## src/rtl/ardsu_pkg.sv

```systemverilog
// Shared types and constants for the analog rotary decode and scale unit.
// Depends on nothing; every other file in rtl imports it.

package ardsu_pkg;

    localparam int MAX_POSITIONS_DEF = 8;

    localparam int RAW_W   = 12;
    localparam int MV_W    = 16;
    localparam int POS_W   = 3;
    localparam int CNT_W   = POS_W + 1;
    localparam int TOL_W   = 16;
    localparam int GAIN_W  = 32;
    localparam int PROD_W  = 48;
    localparam int SCALE_W = 48;
    localparam int WIN_W   = MV_W + 2;

    localparam int ADDR_W  = 6;
    localparam int DATA_W  = 64;
    localparam int REG_IDX_W = 3;

    localparam logic [REG_IDX_W-1:0] REG_CONTROL   = 3'd0;
    localparam logic [REG_IDX_W-1:0] REG_COUNT     = 3'd1;
    localparam logic [REG_IDX_W-1:0] REG_TOLERANCE = 3'd2;
    localparam logic [REG_IDX_W-1:0] REG_CENTRE_LO = 3'd3;
    localparam logic [REG_IDX_W-1:0] REG_CENTRE_HI = 3'd4;
    localparam logic [REG_IDX_W-1:0] REG_GAIN      = 3'd5;
    localparam logic [REG_IDX_W-1:0] REG_OFFSET    = 3'd6;

    localparam int CTL_BLOCK_EN  = 0;
    localparam int CTL_ROTARY_EN = 1;
    localparam int CTL_INVERT    = 2;
    localparam int CTL_SCALE_EN  = 3;

    localparam logic [3:0]        CONTROL_RESET   = 4'd0;
    localparam logic [7:0]        COUNT_RESET     = 8'd2;
    localparam logic [TOL_W-1:0]  TOLERANCE_RESET = 16'd100;
    localparam logic [GAIN_W-1:0] GAIN_RESET      = 32'd65536;
    localparam logic [7:0]        COUNT_MIN       = 8'd2;

    typedef struct packed {
        logic [RAW_W-1:0]         raw;
        logic [MV_W-1:0]          mv;
        logic                     found;
        logic [POS_W-1:0]         pos;
        logic signed [PROD_W-1:0] prod;
    } ardsu_item_t;

endpackage

```

## src/rtl/ardsu_cell.sv

```systemverilog
// One position cell of the window-compare chain: holds one sample in flight
// and tests it against the window of its own position.
// Depends on ardsu_pkg.

module ardsu_cell
    import ardsu_pkg::*;
#(
    parameter int IDX = 0
)
(
    input  logic               clk,
    input  logic               rst_n,
    input  logic [MV_W-1:0]    centre,
    input  logic [MV_W-1:0]    centre_prev,
    input  logic [MV_W-1:0]    centre_next,
    input  logic [TOL_W-1:0]   tolerance,
    input  logic               is_first,
    input  logic               is_last,
    input  logic               active,
    input  logic               up_valid,
    output logic               up_ready,
    input  ardsu_item_t        up_item,
    output logic               dn_valid,
    input  logic               dn_ready,
    output ardsu_item_t        dn_item
);

    logic                     valid_reg;
    ardsu_item_t              item_reg;
    ardsu_item_t              item_next;
    logic signed [WIN_W-1:0]  c_s;
    logic signed [WIN_W-1:0]  tol_s;
    logic signed [WIN_W-1:0]  mv_s;
    logic signed [WIN_W-1:0]  gap_lo;
    logic signed [WIN_W-1:0]  gap_hi;
    logic signed [WIN_W-1:0]  half_lo;
    logic signed [WIN_W-1:0]  half_hi;
    logic signed [WIN_W-1:0]  lo;
    logic signed [WIN_W-1:0]  hi;
    logic signed [WIN_W-1:0]  bound_lo;
    logic signed [WIN_W-1:0]  bound_hi;
    logic                     match;

    // Halving rounds toward zero, so a negative gap is nudged up by one first.
    always_comb
    begin
        c_s      = $signed({2'b00, centre});
        tol_s    = $signed({2'b00, tolerance});
        mv_s     = $signed({2'b00, up_item.mv});
        gap_lo   = c_s - $signed({2'b00, centre_prev});
        gap_hi   = $signed({2'b00, centre_next}) - c_s;
        half_lo  = (gap_lo + $signed({{(WIN_W-1){1'b0}}, gap_lo[WIN_W-1]})) >>> 1;
        half_hi  = (gap_hi + $signed({{(WIN_W-1){1'b0}}, gap_hi[WIN_W-1]})) >>> 1;
        lo       = (is_first || (half_lo >= tol_s)) ? tol_s : half_lo;
        hi       = (is_last  || (half_hi >= tol_s)) ? tol_s : half_hi;
        bound_lo = c_s - lo;
        bound_hi = c_s + hi;
        match    = active && (mv_s >= bound_lo) && (mv_s <= bound_hi);

        item_next = up_item;
        if (!up_item.found && match)
        begin
            item_next.found = 1'b1;
            item_next.pos   = POS_W'(IDX);
        end
    end

    assign up_ready = !valid_reg || dn_ready;
    assign dn_valid = valid_reg;
    assign dn_item  = item_reg;

    always_ff @(posedge clk or negedge rst_n)
    begin
        if (!rst_n)
        begin
            valid_reg <= 1'b0;
        end
        else if (up_ready)
        begin
            valid_reg <= up_valid;
        end
    end

    always_ff @(posedge clk)
    begin
        if (up_ready && up_valid)
        begin
            item_reg <= item_next;
        end
    end

endmodule

```

## src/rtl/ardsu_out_stage.sv

```systemverilog
// Result register: applies the enables and inversion, adds the offset to the
// carried product and saturates to 48 bits. Depends on ardsu_pkg.

module ardsu_out_stage
    import ardsu_pkg::*;
(
    input  logic                      clk,
    input  logic                      rst_n,
    input  logic [3:0]                control,
    input  logic [CNT_W-1:0]          pos_count,
    input  logic signed [GAIN_W-1:0]  offset,
    input  logic                      up_valid,
    output logic                      up_ready,
    input  ardsu_item_t               up_item,
    output logic                      out_valid,
    input  logic                      out_ready,
    output logic [RAW_W-1:0]          raw_out,
    output logic [MV_W-1:0]           millivolts_out,
    output logic [POS_W-1:0]          position_index,
    output logic                      position_valid,
    output logic signed [SCALE_W-1:0] scaled_value
);

    logic                      valid_reg;
    logic [RAW_W-1:0]          raw_reg;
    logic [RAW_W-1:0]          raw_next;
    logic [MV_W-1:0]           mv_reg;
    logic [MV_W-1:0]           mv_next;
    logic [POS_W-1:0]          pos_reg;
    logic [POS_W-1:0]          pos_next;
    logic                      found_reg;
    logic                      found_next;
    logic signed [SCALE_W-1:0] scaled_reg;
    logic signed [SCALE_W-1:0] scaled_next;
    logic signed [PROD_W:0]    sum;
    logic signed [SCALE_W-1:0] sat;

    always_comb
    begin
        sum = $signed({up_item.prod[PROD_W-1], up_item.prod})
            + $signed({{(PROD_W+1-GAIN_W){offset[GAIN_W-1]}}, offset});
        if (sum[PROD_W] != sum[PROD_W-1])
        begin
            sat = sum[PROD_W] ? $signed({1'b1, {(SCALE_W-1){1'b0}}})
                              : $signed({1'b0, {(SCALE_W-1){1'b1}}});
        end
        else
        begin
            sat = sum[SCALE_W-1:0];
        end

        raw_next    = '0;
        mv_next     = '0;
        pos_next    = '0;
        found_next  = 1'b0;
        scaled_next = '0;
        if (control[CTL_BLOCK_EN])
        begin
            raw_next = up_item.raw;
            mv_next  = up_item.mv;
            if (control[CTL_ROTARY_EN] && up_item.found)
            begin
                found_next = 1'b1;
                pos_next   = control[CTL_INVERT]
                           ? POS_W'(pos_count - CNT_W'(1) - {1'b0, up_item.pos})
                           : up_item.pos;
            end
            if (control[CTL_SCALE_EN])
            begin
                scaled_next = sat;
            end
        end
    end

    assign up_ready       = !valid_reg || out_ready;
    assign out_valid      = valid_reg;
    assign raw_out        = raw_reg;
    assign millivolts_out = mv_reg;
    assign position_index = pos_reg;
    assign position_valid = found_reg;
    assign scaled_value   = scaled_reg;

    always_ff @(posedge clk or negedge rst_n)
    begin
        if (!rst_n)
        begin
            valid_reg <= 1'b0;
        end
        else if (up_ready)
        begin
            valid_reg <= up_valid;
        end
    end

    always_ff @(posedge clk)
    begin
        if (up_ready && up_valid)
        begin
            raw_reg    <= raw_next;
            mv_reg     <= mv_next;
            pos_reg    <= pos_next;
            found_reg  <= found_next;
            scaled_reg <= scaled_next;
        end
    end

endmodule

```

## src/rtl/analog_rotary_decode_and_scale_unit.sv

```systemverilog
// Top level of the analog rotary decode and scale unit: register port,
// input multiplier, chain of position cells and result register.
// Depends on ardsu_pkg, ardsu_cell and ardsu_out_stage.
//
//   Channel  Direction  Handshake             Payload
//   in       into unit  in_valid / in_ready   raw_count, sample_millivolts
//   out      from unit  out_valid / out_ready raw_out, millivolts_out, position_index,
//                                             position_valid, scaled_value
//   cfg      into unit  APB psel / penable    paddr, pwdata, prdata
//
// One sample is accepted every cycle unless a stall at the output has filled the chain. A
// sample is captured by the first position cell on its transfer edge, passes through each
// position cell in turn and then the result register, from which it transfers out.
// Every stage holds its own valid bit, so a stall at the output fills the empty
// stages before in_ready drops. Reset empties the chain and loads the register
// defaults.

module analog_rotary_decode_and_scale_unit
    import ardsu_pkg::*;
#(
    parameter int MAX_POSITIONS = MAX_POSITIONS_DEF
)
(
    input  logic                      clk,
    input  logic                      rst_n,
    input  logic                      psel,
    input  logic                      penable,
    input  logic                      pwrite,
    input  logic [ADDR_W-1:0]         paddr,
    input  logic [DATA_W-1:0]         pwdata,
    output logic [DATA_W-1:0]         prdata,
    output logic                      pready,
    input  logic                      in_valid,
    output logic                      in_ready,
    input  logic [RAW_W-1:0]          raw_count,
    input  logic [MV_W-1:0]           sample_millivolts,
    output logic                      out_valid,
    input  logic                      out_ready,
    output logic [RAW_W-1:0]          raw_out,
    output logic [MV_W-1:0]           millivolts_out,
    output logic [POS_W-1:0]          position_index,
    output logic                      position_valid,
    output logic signed [SCALE_W-1:0] scaled_value
);

    logic [3:0]         control_reg;
    logic [7:0]         count_reg;
    logic [TOL_W-1:0]   tolerance_reg;
    logic [DATA_W-1:0]  centre_lo_reg;
    logic [DATA_W-1:0]  centre_hi_reg;
    logic [GAIN_W-1:0]  gain_reg;
    logic [GAIN_W-1:0]  offset_reg;
    logic               wr_en;
    logic [REG_IDX_W-1:0] reg_idx;
    logic [CNT_W-1:0]   pos_count;
    logic [MV_W-1:0]    centre [8];
    logic signed [PROD_W-1:0] prod_full;
    ardsu_item_t        in_item;
    ardsu_item_t        item_chain  [MAX_POSITIONS+1];
    logic               valid_chain [MAX_POSITIONS+1];
    logic               ready_chain [MAX_POSITIONS+1];

    assign pready  = 1'b1;
    assign wr_en   = psel && penable && pwrite && pready;
    assign reg_idx = paddr[ADDR_W-1:ADDR_W-REG_IDX_W];

    always_ff @(posedge clk or negedge rst_n)
    begin
        if (!rst_n)
        begin
            control_reg   <= CONTROL_RESET;
            count_reg     <= COUNT_RESET;
            tolerance_reg <= TOLERANCE_RESET;
            centre_lo_reg <= '0;
            centre_hi_reg <= '0;
            gain_reg      <= GAIN_RESET;
            offset_reg    <= '0;
        end
        else if (wr_en)
        begin
            case (reg_idx)
                REG_CONTROL:   control_reg   <= pwdata[3:0];
                REG_COUNT:     count_reg     <= pwdata[7:0];
                REG_TOLERANCE: tolerance_reg <= pwdata[TOL_W-1:0];
                REG_CENTRE_LO: centre_lo_reg <= pwdata;
                REG_CENTRE_HI: centre_hi_reg <= pwdata;
                REG_GAIN:      gain_reg      <= pwdata[GAIN_W-1:0];
                REG_OFFSET:    offset_reg    <= pwdata[GAIN_W-1:0];
                default:       ;
            endcase
        end
    end

    always_comb
    begin
        case (reg_idx)
            REG_CONTROL:   prdata = {{(DATA_W-4){1'b0}}, control_reg};
            REG_COUNT:     prdata = {{(DATA_W-8){1'b0}}, count_reg};
            REG_TOLERANCE: prdata = {{(DATA_W-TOL_W){1'b0}}, tolerance_reg};
            REG_CENTRE_LO: prdata = centre_lo_reg;
            REG_CENTRE_HI: prdata = centre_hi_reg;
            REG_GAIN:      prdata = {{(DATA_W-GAIN_W){1'b0}}, gain_reg};
            REG_OFFSET:    prdata = {{(DATA_W-GAIN_W){1'b0}}, offset_reg};
            default:       prdata = '0;
        endcase
    end

    always_comb
    begin
        if (count_reg < COUNT_MIN)
        begin
            pos_count = CNT_W'(COUNT_MIN);
        end
        else if (count_reg > 8'(MAX_POSITIONS))
        begin
            pos_count = CNT_W'(MAX_POSITIONS);
        end
        else
        begin
            pos_count = count_reg[CNT_W-1:0];
        end
    end

    for (genvar g = 0; g < 4; g++)
    begin : g_centre
        assign centre[g]     = centre_lo_reg[g*MV_W +: MV_W];
        assign centre[g + 4] = centre_hi_reg[g*MV_W +: MV_W];
    end

    assign prod_full = $signed(gain_reg) * $signed({1'b0, sample_millivolts});

    always_comb
    begin
        in_item       = '0;
        in_item.raw   = raw_count;
        in_item.mv    = sample_millivolts;
        in_item.found = 1'b0;
        in_item.pos   = '0;
        in_item.prod  = prod_full;
    end

    assign item_chain[0]  = in_item;
    assign valid_chain[0] = in_valid;
    assign in_ready       = ready_chain[0];

    for (genvar k = 0; k < MAX_POSITIONS; k++)
    begin : g_cell
        ardsu_cell #(
            .IDX (k)
        ) u_cell (
            .clk         (clk),
            .rst_n       (rst_n),
            .centre      (centre[k]),
            .centre_prev (centre[(k == 0) ? k : k - 1]),
            .centre_next (centre[(k == MAX_POSITIONS - 1) ? k : k + 1]),
            .tolerance   (tolerance_reg),
            .is_first    (k == 0),
            .is_last     (CNT_W'(k + 1) == pos_count),
            .active      (CNT_W'(k) < pos_count),
            .up_valid    (valid_chain[k]),
            .up_ready    (ready_chain[k]),
            .up_item     (item_chain[k]),
            .dn_valid    (valid_chain[k + 1]),
            .dn_ready    (ready_chain[k + 1]),
            .dn_item     (item_chain[k + 1])
        );
    end

    ardsu_out_stage u_out (
        .clk            (clk),
        .rst_n          (rst_n),
        .control        (control_reg),
        .pos_count      (pos_count),
        .offset         ($signed(offset_reg)),
        .up_valid       (valid_chain[MAX_POSITIONS]),
        .up_ready       (ready_chain[MAX_POSITIONS]),
        .up_item        (item_chain[MAX_POSITIONS]),
        .out_valid      (out_valid),
        .out_ready      (out_ready),
        .raw_out        (raw_out),
        .millivolts_out (millivolts_out),
        .position_index (position_index),
        .position_valid (position_valid),
        .scaled_value   (scaled_value)
    );

endmodule

```

## config.mk

```make
export PLATFORM = sky130hd
export DESIGN_NAME = analog_rotary_decode_and_scale_unit
export DESIGN_NICKNAME = d
export VERILOG_FILES = /design/src/rtl/ardsu_pkg.sv /design/src/rtl/ardsu_cell.sv /design/src/rtl/ardsu_out_stage.sv /design/src/rtl/analog_rotary_decode_and_scale_unit.sv
export SDC_FILE = /design/constraint.sdc
export NUM_CORES = 2
export LEC_CHECK = 0
export ABC_CLOCK_PERIOD_IN_PS = 10550
export BUFFER_PORTS_ARGS = -buffer_cell sky130_fd_sc_hd__buf_2
export CELL_PAD_IN_SITES_DETAIL_PLACEMENT = 0
export CELL_PAD_IN_SITES_GLOBAL_PLACEMENT = 1
export CORE_MARGIN = 3
export CORE_UTILIZATION = 27
export CTS_BUF_LIST = sky130_fd_sc_hd__clkbuf_4
export CTS_CLUSTER_DIAMETER = 80
export DETAILED_ROUTE_END_ITERATION = 16
export PLACE_DENSITY_LB_ADDON = 0.1
export SKIP_LAST_GASP = 1
export SYNTH_ARGS = -nofsm -noshare
export SYNTH_HDL_FRONTEND = slang
export SYNTH_SLANG_ARGS = --single-unit
```

## constraint.sdc

```tcl
create_clock -name clk -period 10.55 [get_ports clk]
set_input_delay 1.055 -clock clk [delete_from_list [all_inputs] [get_ports clk]]
set_output_delay 1.055 -clock clk [all_outputs]
set_load 0.05 [all_outputs]
```

==> run_results.csv <==
group,metric,value,unit
worst_setup_path,regToRegStartpoint,"centre_hi_reg[34]",
min_path,min_from,"pwdata[54]",
route,wl_per_cell,26.75,um
logic_synthesis,seq_area_frac_synth,33.20,%
worst_setup_path,ff2ff_setup_slack,0.60,ns
floorplanning,ios,252,
timing,rsz0062_at_grt,"false",
route,via_per_inst,4.934,
timing,hold_viol,0,
worst_setup_path,path_class,"reg -> reg",
timing,slew_violations,0,
logic_synthesis,ys.flop_type,"edfxtp_1",
route,antenna_left,0,
timing,finalCritPeriodShare,94.29,%
grt,grt_max_degree,117,
cts,cts_sinks,942,
timing,setup_viol,0,
cells_and_area,area_delta_synth_final,14.49,%
cts,clk_path_buf_depth,4,
logic_synthesis,yosys_warnings,0,
grt,grt_usage,21.95,%
logic_synthesis,avgSynthCellArea,10.14,um2
cts,clk_pin_slew,0.07,ns
route,vias,63560,
timing,tns,0,ns
logic_synthesis,synthCells,8066,
cells_and_area,final_cell_mix,"911 x ha_1, 853 x inv_1, 733 x nand2_1",
worst_setup_path,required,11.46,ns
route,wirelength,344600,um
timing,fmax,100.5,MHz
floorplanning,dieArea,0.3095,mm2
floorplanning,core_area,0.3005,mm2
worst_setup_path,crit_start,"centre_hi_reg[34]",
worst_setup_path,cp-start-kind,"flop",
cells_and_area,drive_above_1_share,15.04,%
grt,grt_pass1_wl,485700,um
min_path,hold_path.class,"in -> reg",
worst_setup_path,crit_slowest_cell,"dfrtp_1",
timing,fin_skew,0.1406,ns
route,drcViolationCount,0,
run,drv_cap,0,
cts,cts_tree,"yes",
cts,cts_root_buf,"clkbuf_4",
worst_setup_path,critPathMaxFanout,9,
timing,slew_headroom,14.57,%
logic_synthesis,async_flop_share,24.31,%
worst_setup_path,cpMostUsedCell,"a21o_1",
route,drtIter0Drc,4158,
timing,fin_crit,9.947,ns
min_path,min_path_cells,3,
grt,gr-total-overflow,0,
cells_and_area,largest_register_ffs,633,
logic_synthesis,synth-seq-cells,942,
route,drt-pass1-iter-count,5,
floorplanning,fp.dieH,556.4,um
grt,first_global_vias,65780,
worst_setup_path,reg2reg_depth,45,
timing,hold_ws,0.1599,ns
floorplanning,initial_core_util,27.21,%
cts,htreeDepth,5,
min_path,worstHoldEndpoint,"centre_lo_reg[54]",
timing,worstMarginPinSlew,1.282,ns
timing,fin_ws,0.6027,ns
floorplanning,die_w,556.4,um
placement,dp_slack,0.2444,ns
logic_synthesis,ys_types,105,
floorplanning,num_rows,201,
placement,gp_congestion,0.8910,
worst_setup_path,cp-end-kind,"flop",
placement,port_buffers,247,
status,status,"finished clean",
placement,post-dp-hpwl,273700,um
logic_synthesis,synth_edf_count,713,
worst_setup_path,cpPeakStageDelay,0.52,ns
cells_and_area,nets,10240,
grt,antenna_found_initial,48,
logic_synthesis,netlist_area,0.08178,mm2
cells_and_area,final_common_cell,"ha_1",
worst_setup_path,critical_path_arrival,10.86,ns
cts,cts_inserted_buffers,288,
worst_setup_path,timing.rr.end,"g_cell[6].u_cell.dn_item[48]",
logic_synthesis,synth_nets,9592,
cts,clk_latency,1.23,ns
## stage by stage
stage | util, % | std cells | cell area, um2
floorplan | - | 8066 | 81780
global placement | 29.79 | 12360 | 89540
detailed placement | 29.80 | 12360 | 89570
CTS | 31.05 | 12850 | 93310
global route | 31.15 | 12870 | 93600
finish | 31.16 | 12880 | 93630
## how the worst max path moves through the flow
stage	to	slack, ns	cells after the start
3_5_place_dp	g_cell[2].u_cell.dn_item[51]	0.24	43
6_report	g_cell[6].u_cell.dn_item[48]	0.60	45
2_1_floorplan	g_cell[1].u_cell.dn_item[51]	1.85	45
5_1_grt	g_cell[1].u_cell.dn_item[51]	0.0002	45
4_1_cts	g_cell[2].u_cell.dn_item[51]	0.22	43
3_3_place_gp	g_cell[2].u_cell.dn_item[51]	0.20	43
## critical path, delay by kind of cell, from the launching register on
kind                     cells  cell delay, ns
AO/OA/AOI/OAI               20            3.90
AND/OR/NAND/NOR             15            2.74
adder cells (fa/ha/maj)      5            1.43
flip-flops                   1            0.52
XOR/XNOR                     2            0.45
buffers and inverters        2            0.40
multiplexers                 1            0.33
## cells by family after synthesis
group           Yosys count  synth area share (%)
simple gates           2122                 12.84
mux                     310                 4.149
xor+xnor                452                 4.841
other cells               1              0.004585
flops                   942                 33.20
buf+inv                1101                 5.180
compound gates         1717                 13.38
fa+ha+maj              1421                 26.41
## timing repair
action | in CTS | in global routing
gates resized for setup | 0 | 49
setup buffers | 0 | 9
hold buffers | 16 | 0
hold endpoints to repair | 70 | 0
setup endpoints to repair | 0 | 24
## cells in the mapped netlist (24+ instances only)
| cell | count | area share (%) |
|---|---|---|
| and3_1 | 43 | 0.33 |
| nor2_1 | 318 | 1.5 |
| o21ai_0 | 463 | 2.8 |
| clkbuf_1 | 189 | 0.87 |
| xor2_1 | 187 | 2.0 |
| nor2b_1 | 123 | 0.94 |
| or2_2 | 30 | 0.23 |
| nand2b_1 | 133 | 1.0 |
| inv_1 | 863 | 4.0 |
| xnor2_1 | 265 | 2.8 |
| nand4_1 | 72 | 0.55 |
| a211o_1 | 26 | 0.28 |
| nor3_1 | 131 | 0.80 |
| edfxtp_1 | 713 | 26 |
| a211oi_1 | 49 | 0.45 |
| o221ai_1 | 37 | 0.40 |
| o211ai_1 | 34 | 0.31 |
| mux2i_1 | 120 | 1.5 |
| a22oi_1 | 25 | 0.23 |
| a31oi_1 | 41 | 0.31 |
| a21o_1 | 217 | 2.0 |
| a21boi_0 | 24 | 0.22 |
| and2_1 | 286 | 2.2 |
| ha_1 | 912 | 14 |
| a21oi_1 | 424 | 2.6 |
| o21bai_1 | 35 | 0.32 |
| dfrtp_1 | 224 | 6.9 |
| mux2_2 | 178 | 2.5 |
| o21a_1 | 108 | 0.99 |
| nand2_1 | 734 | 3.4 |
| fa_1 | 509 | 12 |
| or3_1 | 42 | 0.32 |
| o22ai_1 | 29 | 0.22 |
| nand3_1 | 131 | 0.80 |
## area by class of cell
class	count	area (um2)
Fill cell	31300	206900
Multi-Input combinational cell	6023	50700
Sequential cell	942	27160
Tap cell	3958	4952
Timing Repair Buffer	596	3939
Inverter	864	3258
Clock buffer	414	3108
Clock inverter	66	474.2
Antenna cell	19	47.55
## metal layers
layer / share of wire (%) / track usage [%]
met4: 4.1 / 8.134
met2: 47 / 36.83
met3: 3.7 / 2.392
met1: 45 / 29.04
met5: 0.027 / 0
Power is not shown: default switching activity piles up to over one toggle a cycle in this logic, so the estimate is an artifact.
